`src/design/ycc411_pkg.sv`:
```
// shared types, constants and helpers for the rgb to ycbcr 4:1:1 subsampler
package ycc411_pkg;

    localparam int ROW_WIDTH      = 720;
    localparam int DECIMATION     = 4;
    localparam int PIX_FRAC       = 12;
    localparam int TAPS           = 7;
    localparam int HALF_TAPS      = 3;
    localparam int PIX_W          = 13;
    localparam int COL_W          = 10;
    localparam int WGT_W          = 16;
    localparam int WIN_W          = 30;
    localparam int PROD_W         = WIN_W + WGT_W + 1;
    localparam int SUM_W          = 48;
    localparam int SCL_W          = 40;
    localparam int CFG_IDX_W      = 3;
    localparam int CFG_DATA_W     = 16;
    localparam int IN_DATA_W      = 40;
    localparam int OUT_DATA_W     = 40;

    localparam logic [CFG_IDX_W-1:0] REG_FIRST_COL = 3'd0;
    localparam logic [CFG_IDX_W-1:0] REG_LAST_COL  = 3'd1;
    localparam logic [CFG_IDX_W-1:0] REG_W_CENTER  = 3'd2;
    localparam logic [CFG_IDX_W-1:0] REG_W_ONE     = 3'd3;
    localparam logic [CFG_IDX_W-1:0] REG_W_TWO     = 3'd4;
    localparam logic [CFG_IDX_W-1:0] REG_W_THREE   = 3'd5;

    localparam logic SAMPLE_LUMA   = 1'b0;
    localparam logic SAMPLE_CHROMA = 1'b1;

    // control and broadcast data shared by every window cell
    typedef struct packed {
        logic             push;
        logic             clear;
        logic             prod_en;
        logic [COL_W-1:0] column;
        logic [1:0]       phase;
        logic [COL_W-1:0] first_col;
        logic [WGT_W-1:0] w_center;
        logic [WGT_W-1:0] w_one;
        logic [WGT_W-1:0] w_two;
        logic [WGT_W-1:0] w_three;
    } t_tap_ctl;

    // floor(x / 2^28) + 128, saturated to a byte
    function automatic logic [7:0] chroma_byte(input logic signed [SCL_W-1:0] x);
        logic signed [SCL_W-29:0] s;
        logic signed [SCL_W-28:0] v;
        s = x[SCL_W-1:28];
        v = {s[SCL_W-29], s} + (SCL_W-27)'(128);
        if (v < 0) begin
            chroma_byte = 8'd0;
        end else if (v > (SCL_W-27)'(255)) begin
            chroma_byte = 8'd255;
        end else begin
            chroma_byte = v[7:0];
        end
    endfunction

endpackage

```
`src/design/ycc411_cell.sv`:
```
// one cell of the chroma window: holds a cb/cr pair and adds its weighted tap to a running sum
module ycc411_cell #(
    parameter int IDX = 0
) (
    input  logic                                 i_clk,
    input  logic                                 i_rst_n,
    input  ycc411_pkg::t_tap_ctl                 i_ctl,
    input  logic signed [ycc411_pkg::WIN_W-1:0]  i_cb,
    input  logic signed [ycc411_pkg::WIN_W-1:0]  i_cr,
    output logic signed [ycc411_pkg::WIN_W-1:0]  o_cb,
    output logic signed [ycc411_pkg::WIN_W-1:0]  o_cr,
    input  logic signed [ycc411_pkg::SUM_W-1:0]  i_sum_cb,
    input  logic signed [ycc411_pkg::SUM_W-1:0]  i_sum_cr,
    output logic signed [ycc411_pkg::SUM_W-1:0]  o_sum_cb,
    output logic signed [ycc411_pkg::SUM_W-1:0]  o_sum_cr
);
    import ycc411_pkg::*;

    logic signed [WIN_W-1:0]  r_cb, r_cr;
    logic signed [PROD_W-1:0] r_prod_cb, r_prod_cr;
    logic signed [SUM_W-1:0]  r_sum_cb, r_sum_cr;
    logic signed [4:0]        tap_ofs;
    logic [2:0]               adist;
    logic [COL_W:0]           min_col;
    logic                     take;
    logic [WGT_W-1:0]         wgt;

    // offset of this tap from the chroma centre
    always_comb begin
        tap_ofs = $signed({3'b0, i_ctl.phase}) - 5'(IDX);
        adist   = tap_ofs[4] ? 3'(-tap_ofs) : tap_ofs[2:0];
        min_col = {1'b0, i_ctl.first_col} + (COL_W+1)'(IDX);
        take    = (tap_ofs >= -5'sd3) && (tap_ofs <= 5'sd3)
                  && ({1'b0, i_ctl.column} >= min_col);
        case (adist)
            3'd0:    wgt = i_ctl.w_center;
            3'd1:    wgt = i_ctl.w_one;
            3'd2:    wgt = i_ctl.w_two;
            default: wgt = i_ctl.w_three;
        endcase
    end

    always_ff @(posedge i_clk) begin
        if (!i_rst_n) begin
            r_cb <= '0;
            r_cr <= '0;
        end else if (i_ctl.clear) begin
            r_cb <= '0;
            r_cr <= '0;
        end else if (i_ctl.push) begin
            r_cb <= i_cb;
            r_cr <= i_cr;
        end
    end

    always_ff @(posedge i_clk) begin
        if (i_ctl.prod_en) begin
            if (take) begin
                r_prod_cb <= r_cb * $signed({1'b0, wgt});
                r_prod_cr <= r_cr * $signed({1'b0, wgt});
            end else begin
                r_prod_cb <= '0;
                r_prod_cr <= '0;
            end
        end
        r_sum_cb <= i_sum_cb + SUM_W'(r_prod_cb);
        r_sum_cr <= i_sum_cr + SUM_W'(r_prod_cr);
    end

    assign o_cb     = r_cb;
    assign o_cr     = r_cr;
    assign o_sum_cb = r_sum_cb;
    assign o_sum_cr = r_sum_cr;

endmodule

```
`config.mk`:
```
export PLATFORM = sky130hd
export DESIGN_NAME = ycc411_cell
export DESIGN_NICKNAME = d
export VERILOG_FILES = /design/src/design/ycc411_pkg.sv /design/src/design/ycc411_cell.sv
export SDC_FILE = /design/constraint.sdc
export NUM_CORES = 2
export LEC_CHECK = 0
export ABC_AREA = 1
export BUFFER_PORTS_ARGS = -buffer_cell sky130_fd_sc_hd__buf_2
export CORE_MARGIN = 1
export CORE_UTILIZATION = 64
export CTS_CLUSTER_SIZE = 20
export DETAILED_ROUTE_END_ITERATION = 12
export HOLD_SLACK_MARGIN = 0.06
export PLACE_DENSITY = 0.88
export SETUP_SLACK_MARGIN = 0.3
export SLEW_MARGIN = 20
export SYNTH_ARGS = -nofsm -noshare
export SYNTH_HDL_FRONTEND = slang
export SYNTH_SLANG_ARGS = --single-unit
```
`constraint.sdc`:
```
create_clock -name i_clk -period 12.1 [get_ports i_clk]
set_clock_uncertainty 0.1 [all_clocks]
set_input_delay 2.42 -clock i_clk [delete_from_list [all_inputs] [get_ports i_clk]]
set_output_delay 2.42 -clock i_clk [all_outputs]
set_load 0.05 [all_outputs]
```
==> impl_metrics.tcl <==
set metrics [dict create \
    status "completed" \
    initialDrtViolationCount 4637 \
    synth-main-ff-cell "dfxtp_1" \
    place_congestion 1.02 \
    drive_above_1_share 0.0751 \
    core-area_mm2 0.0795 \
    path_clk_slew_ns 0.06 \
    fill_cells 6568 \
    use_met1 0.525 \
    leakage_nw 30.4 \
    clock-sinks 250 \
    ys_types 47 \
    ioPinCount 403 \
    tritoncts "done" \
    cts_setup_buffers 0 \
    worst_slew_pin_slew_ns 1.19 \
    first_pass_iters 8 \
    cts-htree-levels 1 \
    cts_hold_buf 0 \
    crit_path_start_kind "input pin" \
    finalHoldViolCount 0 \
    dieWidth_um 286 \
    max_slew_margin 0.204 \
    dieArea_mm2 0.0820 \
    yosys_warnings 0 \
    synth-seq-cells 250 \
    p_seq_frac 0.173 \
    crit_fanout 29 \
    drcViolationCount 0 \
    grt_use_met2 0.621 \
    comb_power_share 0.699 \
    swShare 0.558 \
    pre_cts_ws_ns 1.59 \
    grtUsageMet3 0.116 \
    path_common_cell "nand2_1" \
    drv_cap 0 \
    nNetsFinal 8814 \
    tns_ns 0 \
    vias_per_cell 5.55 \
    vias 46600 \
    root_buffer "clkbuf_16" \
    cp_data_required_time_ns 12.40 \
    avgSynthCellArea_um2 7.34 \
    end_kind "flop" \
    switchingPower_w 0.00419 \
    grt_pass1_vias 48200 \
    portBuffers 402 \
    final-setup-viol-count 0 \
    gr-total-overflow 0 \
    hold_path.class "flop to flop" \
    busiest_layer "met2" \
    peakVddDrop_mv 0.155 \
    wl_per_cell_um 19.4 \
    max_freq_mhz 99.2 \
    seqCellArea_mm2 0.00595 \
    clk_path_buf_depth 3 \
    drv_slew 0 \
    critPathBufInv 6 \
    worstSkewPairLatency_ns 0.67 \
    cts_made_buffers 31 \
    power_density_mw_per_mm2 136 \
    path_class "input pin to flop" \
    postSynthCellCount 7047 \
    multi_input_comb_area_mm2 0.0380 \
    final.period_utilization 0.833 \
    dieHeight_um 286 \
    critPathMaxStageDelay_ns 0.88 \
    arrival_ns 10.39 \
    dpl.hpwl_um 134000 \
    ys_seq_area_frac 0.115 \
    path_delay_family "adder cells" \
    cts_resized 0 \
    grt_usage 0.401 \
    start_util 0.651 \
    async_flop_share 0 \
    drtAntennaViolNets 0 \
    synth_edf_count 94 \
    grt_pass1_wl_um 254000 \
    grt_max_degree 98 \
    period_minus_slack_ns 10.08 \
    rsz0062_at_grt "no" \
    routed_wl_um 162000 \
    antenna_found_initial 5 \
    fin_ws_ns 2.02 \
    synth_area_mm2 0.0517 \
    num_rows 103 \
    area_delta_synth_final_pct 6.67 \
    cellInternalPower_w 0.00331 \
    holdWs_ns 0.411 \
    p_clk_frac 0.127 \
    crit_slowest_cell "fa_1" \
    syn-num-nets 8548 \
]
-- power by group through the flow --
stage               clock network, W  logic, W  registers, W
finish                      0.000955   0.00524       0.00130
CTS                         0.000969   0.00513       0.00129
global route                0.000993   0.00577       0.00132
global placement                   0   0.00500       0.00130
detailed placement                 0   0.00510       0.00131
floorplan                          0   0.00313       0.00181
-- logic make-up after synthesis --
logic type | Yosys count | share of synthesized area
AO/OA/AOI/OAI | 402 | 0.0439
XOR/XNOR | 99 | 0.0168
adder cells (fa/ha/maj) | 1254 | 0.437
buffers and inverters | 1991 | 0.152
flip-flops | 250 | 0.115
AND/OR/NAND/NOR | 3051 | 0.235
-- through the flow --
stage          instance area, µm²  instances  utilization  power, W
6_report                    55200       8389        0.694   0.00750
5_1_grt                     55200       8389        0.694   0.00807
4_1_cts                     55200       8386        0.694   0.00739
3_5_place_dp                54200       8330        0.681   0.00641
3_3_place_gp                54200       8330        0.681   0.00630
2_1_floorplan               51700       7047            -   0.00494
-- area by class of cell --
cell class | count | area share
diodes | 3 | 0.000136
multi-input cells | 4806 | 0.688
clock inverters | 14 | 0.00202
flip-flops and latches | 250 | 0.108
clock buffers | 42 | 0.0163
inverters | 1808 | 0.123
repair buffers | 416 | 0.0384
well taps | 1050 | 0.0238
-- metal layers --
metal	vias up	share of wire
met5	-	0.0016
met4	10	0.052
met3	617	0.13
met2	2894	0.43
met1	22000	0.38
li1	21100	-
-- state kept, by name, summed over array words and instances (netlist names) --
name	flops
o_cb	30
o_cr	30
o_sum_cb	48
o_sum_cr	48
r_prod_cb	47
r_prod_cr	47
-- path summary, 6_finish.rpt --
check / start / end / slack (ns) / cells past startpoint
setup / recovery: i_ctl[74] / r_prod_cb[44] / 2.02 / 27
hold / removal: r_prod_cr[0] / o_sum_cr[0] / 0.41 / 1
setup reg to reg: o_cr[29] / r_prod_cr[44] / 4.76 / 22
hold reg to reg: r_prod_cr[0] / o_sum_cr[0] / 0.41 / 1
-- synth_stat cells, types with 8 or more instances --
master	count	area, µm²
edfxtp_1	94	2820
ha_1	330	4130
nand2_1	1866	7000
nor2_1	832	3120
nand3_1	182	911
xnor2_1	18	158
a21oi_1	206	1030
buf_2	53	265
clkbuf_1	68	255
a211oi_1	60	450
nor3_1	33	165
nor2_2	12	75.1
and2_1	9	56.3
nand2_2	21	131
inv_2	10	37.5
dfxtp_1	156	3120
buf_1	11	41.3
clkinv_1	21	78.8
o21ai_0	96	480
buf_4	22	165
buf_6	29	327
xor2_1	81	709
or2_2	8	50.1
fa_1	924	18500
inv_1	1774	6660
o21bai_1	14	105
nand4_1	50	313
-- cell usage in the layout, fill, tap and decap left out, drive strengths merged, types with 3 or more instances in the layout --
cell type	synthesis	final
a21oi	209	209
and2	10	10
nand4	50	50
xor2	81	81
a21boi	6	6
inv	1787	1788
buf	115	416
o211ai	3	3
fa	924	924
diode	0	3
dfxtp	156	156
edfxtp	94	94
nand3b	7	7
o21a	3	3
o21bai	14	14
nand2	1892	1892
nor2	847	847
a21o	3	3
or2	16	16
xnor2	18	18
ha	330	330
clkinv	21	32
a211oi	60	60
o21ai	103	103
clkbuf	68	42
nor3	39	39
nand3	189	189
No activity file was read; power rests on OpenSTA's default activity.
